**src/rtl/core/assert_macros.svh**
```systemverilog
// Assertion macros shared by the RTL of the ordered set table.
// Depends on nothing; users must have clk and rst_n in scope.
`ifndef ASSERT_MACROS_SVH
`define ASSERT_MACROS_SVH

// Same-cycle implication, checked outside reset.
`define OUSST_ASSERT_NOW(label, ante, cons, msg) \
    label: assert property (@(posedge clk) disable iff (!rst_n) (ante) |-> (cons)) \
        else $error(msg);

// Next-cycle implication, checked outside reset.
`define OUSST_ASSERT_NEXT(label, ante, cons, msg) \
    label: assert property (@(posedge clk) disable iff (!rst_n) (ante) |=> (cons)) \
        else $error(msg);

`endif

```
**src/rtl/core/ousst_pkg.sv**
```systemverilog
// Package for the ordered set table: command and status codes, data width,
// the absent-entry value and the control struct sent to every cell.
// Depends on nothing.
package ousst_pkg;

    localparam int DATA_W = 32;

    localparam logic [2:0] CMD_ADD      = 3'd0;
    localparam logic [2:0] CMD_REMOVE   = 3'd1;
    localparam logic [2:0] CMD_CONTAINS = 3'd2;
    localparam logic [2:0] CMD_GET_NTH  = 3'd3;
    localparam logic [2:0] CMD_CLEAR    = 3'd4;

    localparam logic [1:0] ST_OK        = 2'd0;
    localparam logic [1:0] ST_FULL      = 2'd1;
    localparam logic [1:0] ST_DUP       = 2'd2;
    localparam logic [1:0] ST_NOT_FOUND = 2'd3;

    // Value returned by get nth when the position holds no entry.
    localparam logic signed [DATA_W-1:0] ABSENT_VALUE = -32'sd999;

    typedef logic signed [DATA_W-1:0] data_t;

    typedef struct packed {
        logic cmp;     // capture compare and position select
        logic append;  // write the new value at the fill position
        logic remove;  // shift down from the removed position
    } cell_ctl_t;

endpackage

```
**src/rtl/core/ousst_cell.sv**
```systemverilog
// One storage cell of the ordered set table: holds one entry, compares it
// against the looked-up value and takes its upper neighbor's entry on remove.
// Depends on ousst_pkg.
module ousst_cell #(
    parameter int IDX_W = 6,
    parameter int CNT_W = 7,
    parameter int INDEX = 0
) (
    input  logic                clk,
    input  ousst_pkg::cell_ctl_t ctl,
    input  ousst_pkg::data_t    cmp_value,
    input  ousst_pkg::data_t    wr_value,
    input  ousst_pkg::data_t    next_entry,
    input  logic [CNT_W-1:0]    count,
    input  logic [IDX_W-1:0]    pos_idx,
    input  logic [IDX_W-1:0]    del_idx,
    output ousst_pkg::data_t    entry,
    output logic                match,
    output ousst_pkg::data_t    rd_part
);
    import ousst_pkg::*;

    data_t entry_reg;
    data_t entry_next;
    logic  match_reg;
    logic  match_next;
    logic  sel_reg;
    logic  sel_next;
    logic  live;

    assign live = CNT_W'(INDEX) < count;

    always_comb
    begin
        match_next = match_reg;
        sel_next   = sel_reg;
        if (ctl.cmp)
        begin
            match_next = live && (entry_reg == cmp_value);
            sel_next   = (IDX_W'(INDEX) == pos_idx);
        end
    end

    always_comb
    begin
        entry_next = entry_reg;
        if (ctl.append && (count == CNT_W'(INDEX)))
        begin
            entry_next = wr_value;
        end
        else if (ctl.remove && (IDX_W'(INDEX) >= del_idx))
        begin
            entry_next = next_entry;
        end
    end

    always_ff @(posedge clk)
    begin
        entry_reg <= entry_next;
        match_reg <= match_next;
        sel_reg   <= sel_next;
    end

    assign entry   = entry_reg;
    assign match   = match_reg;
    assign rd_part = sel_reg ? entry_reg : '0;

endmodule

```
**src/rtl/core/ousst_match_enc.sv**
```systemverilog
// Gathers the cell row: reduces the match flags to a hit and the matching
// position, and merges the selected entry for get nth.
// Depends on ousst_pkg.
module ousst_match_enc #(
    parameter int CAPACITY = 64,
    parameter int IDX_W    = 6
) (
    input  logic [CAPACITY-1:0] match,
    input  ousst_pkg::data_t    rd_part [CAPACITY],
    output logic                hit,
    output logic [IDX_W-1:0]    idx,
    output ousst_pkg::data_t    rd_value
);
    import ousst_pkg::*;

    // Stored values are distinct, so at most one flag is set and an OR of
    // the indexes encodes it.
    always_comb
    begin
        idx      = '0;
        rd_value = '0;
        for (int i = 0; i < CAPACITY; i++)
        begin
            if (match[i])
            begin
                idx = idx | IDX_W'(i);
            end
            rd_value = rd_value | rd_part[i];
        end
    end

    assign hit = |match;

endmodule

```
**src/rtl/core/ordered_unique_set_table_top.sv**
```systemverilog
// Top level of the ordered set table: command handshake, the row of cells,
// the match encoder and the result register.
// Depends on ousst_pkg, ousst_cell, ousst_match_enc and assert_macros.svh.
//
//   channel | direction | handshake        | payload
//   --------+-----------+------------------+-------------------------------------------
//   cmd     | in        | cmd_valid/stall  | command, item_value, position
//   rsp     | out       | rsp_valid/stall  | found, read_value, entry_count, status
//
// For every item, in the accept cycle all cells compare their entry against
// item_value at once and register the result; once the output register is
// free, the table is updated (append at the fill position, or every cell
// above the removed entry takes its neighbor's value) and the result loads.
// A new item is accepted while the previous result still waits in the output
// register; the update cycle holds until that register is free.
// Reset clears the count and the handshake state; cell contents are left
// as they are, since nothing past the count is ever read.
`include "assert_macros.svh"

module ordered_unique_set_table_top #(
    parameter int CAPACITY = 64
) (
    input  logic                     clk,
    input  logic                     rst_n,
    input  logic                     cmd_valid,
    output logic                     cmd_stall,
    input  logic [2:0]               command,
    input  logic signed [31:0]       item_value,
    input  logic [5:0]               position,
    output logic                     rsp_valid,
    input  logic                     rsp_stall,
    output logic                     found,
    output logic signed [31:0]       read_value,
    output logic [6:0]               entry_count,
    output logic [1:0]               status
);
    import ousst_pkg::*;

    localparam int IDX_W = $clog2(CAPACITY);
    localparam int CNT_W = $clog2(CAPACITY + 1);
    // Width that holds both a position and a count for comparison.
    localparam int CMP_W = (CNT_W > 6) ? CNT_W : 6;

    // Control state.
    logic             busy_reg;
    logic             busy_next;
    logic             rsp_valid_reg;
    logic             rsp_valid_next;
    logic [CNT_W-1:0] count_reg;
    logic [CNT_W-1:0] count_next;

    // Captured item.
    logic [2:0]       cmd_reg;
    data_t            value_reg;
    logic             pos_ok_reg;

    // Result register.
    logic             found_reg;
    logic             found_next;
    data_t            rd_reg;
    data_t            rd_next;
    logic [6:0]       cnt_out_reg;
    logic [1:0]       status_reg;
    logic [1:0]       status_next;

    logic             accept;
    logic             fire;
    logic             full;
    logic [CMP_W-1:0] pos_wide;
    logic [IDX_W-1:0] pos_idx;

    cell_ctl_t        ctl;
    data_t            chain [CAPACITY+1];
    data_t            rd_parts [CAPACITY];
    logic [CAPACITY-1:0] match_w;
    logic             hit;
    logic [IDX_W-1:0] hit_idx;
    data_t            rd_sel;

    assign accept    = cmd_valid && !cmd_stall;
    assign cmd_stall = busy_reg;
    // The update waits only while an older result is still held.
    assign fire      = busy_reg && !(rsp_valid_reg && rsp_stall);
    assign full      = (count_reg == CNT_W'(CAPACITY));

    assign pos_wide  = CMP_W'(position);
    assign pos_idx   = pos_wide[IDX_W-1:0];

    assign ctl.cmp    = accept;
    assign ctl.append = fire && (cmd_reg == CMD_ADD) && !hit && !full;
    assign ctl.remove = fire && (cmd_reg == CMD_REMOVE) && hit;

    // Above the top cell there is nothing to shift in.
    assign chain[CAPACITY] = '0;

    for (genvar i = 0; i < CAPACITY; i++)
    begin : g_cell
        ousst_cell #(
            .IDX_W (IDX_W),
            .CNT_W (CNT_W),
            .INDEX (i)
        ) u_cell (
            .clk        (clk),
            .ctl        (ctl),
            .cmp_value  (item_value),
            .wr_value   (value_reg),
            .next_entry (chain[i+1]),
            .count      (count_reg),
            .pos_idx    (pos_idx),
            .del_idx    (hit_idx),
            .entry      (chain[i]),
            .match      (match_w[i]),
            .rd_part    (rd_parts[i])
        );
    end

    ousst_match_enc #(
        .CAPACITY (CAPACITY),
        .IDX_W    (IDX_W)
    ) u_enc (
        .match    (match_w),
        .rd_part  (rd_parts),
        .hit      (hit),
        .idx      (hit_idx),
        .rd_value (rd_sel)
    );

    // Outcome of the command in its update cycle.
    always_comb
    begin
        count_next  = count_reg;
        found_next  = 1'b0;
        rd_next     = '0;
        status_next = ST_OK;
        unique case (cmd_reg)
            CMD_ADD:
            begin
                if (hit)
                begin
                    status_next = ST_DUP;
                end
                else if (full)
                begin
                    status_next = ST_FULL;
                end
                else
                begin
                    count_next = count_reg + CNT_W'(1);
                end
            end
            CMD_REMOVE:
            begin
                if (hit)
                begin
                    count_next = count_reg - CNT_W'(1);
                end
                else
                begin
                    status_next = ST_NOT_FOUND;
                end
            end
            CMD_CONTAINS:
            begin
                found_next = hit;
                if (!hit)
                begin
                    status_next = ST_NOT_FOUND;
                end
            end
            CMD_GET_NTH:
            begin
                if (pos_ok_reg)
                begin
                    found_next = 1'b1;
                    rd_next    = rd_sel;
                end
                else
                begin
                    rd_next     = ABSENT_VALUE;
                    status_next = ST_NOT_FOUND;
                end
            end
            CMD_CLEAR:
            begin
                count_next = '0;
            end
            default:
            begin
                // Unused commands leave the table alone.
            end
        endcase
    end

    always_comb
    begin
        busy_next = busy_reg;
        if (fire)
        begin
            busy_next = 1'b0;
        end
        if (accept)
        begin
            busy_next = 1'b1;
        end
    end

    always_comb
    begin
        rsp_valid_next = rsp_valid_reg && rsp_stall;
        if (fire)
        begin
            rsp_valid_next = 1'b1;
        end
    end

    always_ff @(posedge clk or negedge rst_n)
    begin
        if (!rst_n)
        begin
            busy_reg      <= 1'b0;
            rsp_valid_reg <= 1'b0;
            count_reg     <= '0;
        end
        else
        begin
            busy_reg      <= busy_next;
            rsp_valid_reg <= rsp_valid_next;
            if (fire)
            begin
                count_reg <= count_next;
            end
        end
    end

    always_ff @(posedge clk)
    begin
        if (accept)
        begin
            cmd_reg    <= command;
            value_reg  <= item_value;
            // The count cannot change between accept and update.
            pos_ok_reg <= pos_wide < CMP_W'(count_reg);
        end
        if (fire)
        begin
            found_reg   <= found_next;
            rd_reg      <= rd_next;
            cnt_out_reg <= 7'(count_next);
            status_reg  <= status_next;
        end
    end

    assign rsp_valid   = rsp_valid_reg;
    assign found       = found_reg;
    assign read_value  = rd_reg;
    assign entry_count = cnt_out_reg;
    assign status      = status_reg;

    `OUSST_ASSERT_NOW(a_count_bound, 1'b1, count_reg <= CNT_W'(CAPACITY),
        "entry count exceeds capacity")
    `OUSST_ASSERT_NOW(a_unique_match, busy_reg, $onehot0(match_w),
        "more than one cell matches the looked-up value")
    `OUSST_ASSERT_NEXT(a_fire_gives_rsp, fire, rsp_valid,
        "update cycle did not produce a result")
    `OUSST_ASSERT_NEXT(a_count_only_on_fire, !fire, $stable(count_reg),
        "entry count changed outside an update cycle")

endmodule

```
**config.mk**
```make
export PLATFORM = sky130hd
export DESIGN_NAME = ordered_unique_set_table_top
export DESIGN_NICKNAME = d
export VERILOG_FILES = /design/src/rtl/core/ousst_pkg.sv /design/src/rtl/core/ousst_cell.sv /design/src/rtl/core/ousst_match_enc.sv /design/src/rtl/core/ordered_unique_set_table_top.sv
export VERILOG_INCLUDE_DIRS = /design/src /design/src/rtl/core
export SDC_FILE = /design/constraint.sdc
export NUM_CORES = 2
export LEC_CHECK = 0
export BUFFER_PORTS_ARGS = -buffer_cell sky130_fd_sc_hd__buf_2
export CAP_MARGIN = 20
export CORE_MARGIN = 2
export CORE_UTILIZATION = 30
export DETAILED_ROUTE_END_ITERATION = 7
export GPL_TIMING_DRIVEN = 0
export MAX_ROUTING_LAYER = met4
export PLACE_DENSITY = 0.47
export RECOVER_POWER = 50
export SETUP_SLACK_MARGIN = 0.5
export SYNTH_ARGS = -nofsm -noshare
export SYNTH_HDL_FRONTEND = slang
export SYNTH_HIERARCHICAL = 1
export SYNTH_SLANG_ARGS = --single-unit
export TNS_END_PERCENT = 10
```
**constraint.sdc**
```tcl
create_clock -name clk -period 16.9 [get_ports clk]
set_clock_uncertainty 0.05 [all_clocks]
set_input_delay 0 -clock clk [delete_from_list [all_inputs] [get_ports clk]]
set_output_delay 0 -clock clk [all_outputs]
set_load 0.05 [all_outputs]
```
; Yosys cells after proc, flatten, opt, wreduce, memory -nomap -nowiden
; Index checks and enable logic that the tools add are counted.
[classes]
add_sub_neg = 2
reduce_logical = 273
bitwise = 63
magnitude_cmp = 129
n_mux = 346
eq_ne = 195
[ops]
columns = cell, n
row1 = $mux W32, 258
row2 = $eq A32 B32 Y1, 64
row3 = $or A32 B32 Y32, 63
row4 = $eq A7 B6 Y1 const B, 32
row5 = $lt A6 B7 Y1 const A, 32
row6 = $logic_and A1 B1 Y1, 200
row7 = $eq A6 B6 Y1 const A, 32
row8 = $ge A6 B6 Y1 const A, 32
row9 = $mux W6, 32
row10 = $reduce_bool A2 Y1, 65
row11 = $eq A7 B5 Y1 const B, 16
row12 = $lt A5 B7 Y1 const A, 16
row13 = $eq A5 B6 Y1 const A, 16
row14 = $ge A5 B6 Y1 const A, 16
row15 = $mux W5, 16
row16 = $reduce_or A64 Y1, 1
row17 = $eq A7 B4 Y1 const B, 8
row18 = $lt A4 B7 Y1 const A, 8
row19 = $mux W7, 7
row20 = $eq A4 B6 Y1 const A, 8
row21 = $ge A4 B6 Y1 const A, 8
row22 = $mux W4, 8
row23 = $eq A7 B3 Y1 const B, 4
row24 = $lt A3 B7 Y1 const A, 4
row25 = other kinds (27), 62
[totals]
output_inout_bits = 44
in_bits = 45
word_cells = 1210
register_bits = 2263

; Depth between registers and ports, before layout
[depth]
ltp_word = 68
depth_mapped = 11
mapped_depth_nobuf = 10

; Worst setup path before layout
; OpenSTA, ideal clock, no wires.
[synth_path]
path_type = reg2reg
startpoint = register count_reg[1]
endpoint = register g_cell[26].u_cell.entry_reg[0] (enable)
path_stages_with_launch = 9
arrival_time_ps = 13095
required_ps = 16385
synth_period_minus_slack_ps = 13610
path_buffers = 0
path_slack_ps = 3290
setup_time_ps = 465
path_cell_list = dfrtp_1 -> inv_1 -> ha_1 -> or4b_4 -> nor2_4 -> a21o_2 -> nor3_1 -> nand4_1 -> o21ai_0
[synth_lines]
columns = element, line_no
row1 = "start, declared", ordered_unique_set_table_top.sv:49  ; logic [CNT_W-1:0] count_reg;
row2 = "start signal, assigned", ordered_unique_set_table_top.sv:230  ; count_reg <= count_next;
row3 = "end signal, assigned", ousst_cell.sv:59  ; entry_reg <= entry_next;
row4 = "end, declared", ousst_cell.sv:23  ; data_t entry_reg;

; Worst setup path after layout
[layout_path]
startpoint = input item_value[10]
endpoint = register g_cell[51].u_cell.match_reg (data pin)
[layout_via]
elab_chain_cells = 2
[layout_lines]
columns = element, line_no
row1 = "start, declared", ordered_unique_set_table_top.sv:28  ; input logic signed [31:0] item_value,
row2 = $eq A32 B32 Y1, ousst_cell.sv:39  ; match_next = live && (entry_reg == cmp_value);
row3 = $logic_and A1 B1 Y1, ousst_cell.sv:39
row4 = "end signal, assigned", ousst_cell.sv:60  ; match_reg <= match_next;
row5 = "end, declared", ousst_cell.sv:25  ; logic match_reg;
; Every way passes these cells.
; A chain may end at the register's enable or synchronous reset.

==> flow_metrics.py <==
metrics = {
    "outcome": {
        "status": "finished, violations left",
        "violations": "capacitance limit, slew limit",
    },
    "sta": {
        "hold_viol": 0,
        "whs_ns": 0.0849,
        "grt_setup_unrepaired": "no",
        "setup_tns_ns": 0,
        "period_minus_slack_ns": 11.92,
        "maxSlewHeadroom_pct": -354,
        "slew_viol_final": 1475,
        "fmax_mhz": 83.9,
        "setup_violations": 0,
        "period_share_pct": 70.6,
        "worst_pin_slew_ns": 6.81,
    },
    "floorplan": {
        "core-area_um2": 481000,
        "io_pins": 89,
        "start_util_pct": 30.1,
        "die_y_um": 699,
        "die_area_um2": 488000,
        "fp.dieW_um": 699,
        "rows": 255,
    },
    "layout": {
        "layout_common_cells": "edfxtp_1 (2254), and2_1 (2024), xor2_1 (1557)",
        "largest_register_ffs": 2048,
        "final_common_cell": "edfxtp_1",
        "regArea_um2": 67900,
        "layout.nets": 12168,
        "area_delta_synth_final_pct": 16.6,
        "fillerInstances": 47944,
        "drive_gt1_share_pct": 18.3,
        "finalNonFillerCells": 18962,
        "multi_input_comb_area_um2": 69700,
    },
    "grt": {
        "grt_start_max_net_pins": 41,
        "first_global_vias": 108353,
        "antenna_found_initial": 173,
        "grt_first_pass_wirelength_mm": 1150,
        "grt_usage_pct": 36.6,
        "overflow": 0,
    },
    "setup_path": {
        "cp.required_ns": 17.34,
        "critPathCaptureType": "register",
        "cp-start-kind": "primary input",
        "crit_buf_inv": 4,
        "crit_chain": "dlygate4sd3_1 -> clkdlybuf4s25_1 -> clkbuf_1 -> clkbuf_1 -> xor2_1 -> nor4_1 -> nand4_1 -> nor4_1",
        "critical_path_class": "primary input to register",
        "cp_data_arrival_time_ns": 12.37,
        "worst-path-stages": 8,
        "cp_slowest_stage_delay_ns": 4.43,
        "r2r.worst_path.cells": 13,
        "critPathMaxFanout": 34,
        "cp_slowest_cell": "clkbuf_1",
        "cp_top_family": "buffers and inverters",
    },
    "clock_network": {
        "post_cts_resize_count": 0,
        "cts_buffer_depth": 4,
        "post_cts_buffers": 0,
        "cts.clk_slew.worst_paths_ns": 0.06,
        "cts_tree": "yes",
        "cts_buffers": 298,
        "clkLatencyLatePin_ns": 1.03,
        "cts_htree_levels": 5,
        "hold_buffers": 68,
        "cts.root.buffer_cell": "clkbuf_16",
        "cts_sinks": 2263,
    },
    "routing": {
        "dr_total_vias": 113806,
        "ant_nets": 0,
        "routedWlPerCell_um": 47.5,
        "vias_per_cell": 6.00,
        "drc_errors": 0,
        "firstDrtPassIters": 8,
        "totalWireLength_mm": 902,
        "drt_iter0_markers": 17416,
    },
    "min_path": {
        "holdCritPathClass": "primary input to asynchronous set/reset pin",
    },
    "yosys": {
        "postSynthAreaPerCell_um2": 13.0,
        "ys_ff_latch": 2263,
        "synth_edf_count": 2254,
        "synthArstFlopShare_pct": 0.398,
        "synth_cells": 11116,
        "yosysWarnings": 6,
        "synth_cell_types": 103,
        "syn_area_um2": 145000,
        "ys_seq_area_share_pct": 46.9,
        "synth_area_leader_cell": "edfxtp_1",
        "synthTopCellsByArea": "edfxtp_1 (47%), mux2_4 (11%), xor2_1 (9.4%), and2_1 (8.9%), mux2_2 (7.1%)",
        "yosys.area.top_type_share_pct": 46.8,
        "synthFlopType": "edfxtp_1",
    },
    "run": {
        "maxCapViolCount": 68,
    },
    "placement": {
        "placed_cells": 18159,
        "io_buffers": 88,
        "gp_congestion": 1.00,
        "dpl.hpwl_mm": 673,
    },
    "pwr": {
        "p_leak_nw": 53.6,
        "p_total_mw": 17.1,
        "power_per_cell_area_nw_per_um2": 101,
        "ir_worst_vdd_mv": 0.0878,
    },
}
==> layout make-up <==
class                   count  share of cell area [%]
diodes                    193                   0.286
multi-input cells        8417                    41.3
inverters                  54                   0.121
flip-flops and latches   2263                    40.3
plain buffers             413                    1.23
repair buffers            669                    6.42
clock inverters           170                   0.901
clock buffers             358                    4.70
well taps                6425                    4.77
==> worst register-to-register path: stages (launching register included) <==
cell and delay [ns]:
edfxtp_1 0.59, nor4_1 1.15, nand4_1 0.29, or4_1 0.92
clkbuf_1 0.38, clkbuf_1 0.32, nor3_2 0.23, clkbuf_1 0.43
clkbuf_1 0.77, clkbuf_1 0.58, nand4_1 0.59, clkbuf_1 0.53
nand2_1 0.38, clkbuf_1 1.68
==> kinds of logic (layout without fill, tap and decap cells) <==
logic type / after synthesis / count (layout) / share of synthesized area, %
flops: 2263 / 2263 / 46.9
fa+ha+maj: 7 / 7 / 0.0605
buf+inv: 467 / 1664 / 2.64
other cells: 1 / 225 / 0.00259
compound gates: 253 / 253 / 1.19
xor+xnor: 2047 / 2047 / 12.4
simple gates: 4030 / 4030 / 18.1
mux: 2048 / 2048 / 18.7
==> power by group <==
| part | internal [mW] | switching (mW) |
|---|---|---|
| Sequential | 6.26 | 0.291 |
| Clock | 3.64 | 2.84 |
| Combinational | 1.22 | 2.86 |
| Total | 11.1 | 5.99 |
==> metal layers <==
| layer | up-vias | part of all wire (%) | wire length, um | GRT usage [%] |
|---|---|---|---|---|
| li1 | 43711 | - | - | - |
| met1 | 59097 | 39 | 348000 | 44.6 |
| met2 | 8566 | 43 | 385000 | 53.5 |
| met4 | 0 | 7.9 | 71500 | 22.7 |
| met3 | 2432 | 11 | 97300 | 10.1 |
| met5 | - | 0 | 0 | - |
==> worst paths after layout <==
check / start / end / slack [ns]
setup / recovery: item_value[10] / g_cell[51].u_cell/match / 4.98
hold / removal: rst_n / count_reg[3] / 0.08
setup reg to reg: g_cell[17].u_cell/match / g_cell[43].u_cell/entry[2] / 7.54
hold reg to reg: rsp_valid / rsp_valid / 0.52
max in group asynchronous: rst_n / count_reg[4] / 16.26
min in group clk: command[0] / cmd_reg[0] / 0.19
==> stage by stage <==
step | instance area [um2] | utilization [%] | setup WS, ns
3_5_place_dp | 164000 | 34.1 | 10.17
4_1_cts | 175000 | 36.3 | 10.13
5_1_grt | 169000 | 35.0 | 5.75
3_3_place_gp | 153000 | 31.8 | -20.52
6_report | 169000 | 35.0 | 4.98
2_1_floorplan | 145000 | - | 3.29
==> synth_stat cells (49+ instances only) <==
cell type and count:
edfxtp_1 2254, and2_1 2049, xor2_1 1557, mux2_4 1077, nor4_1 962, mux2_2 912
xnor2_1 490, nand4_1 336, clkbuf_1 205, buf_6 146, nand2_1 115, nand3_1 81
nor3_1 77, a21oi_1 62, buf_12 59, mux2_1 59, nor2_1 58, inv_1 53
o21ai_0 49
No activity file was read; power rests on OpenSTA's default activity.
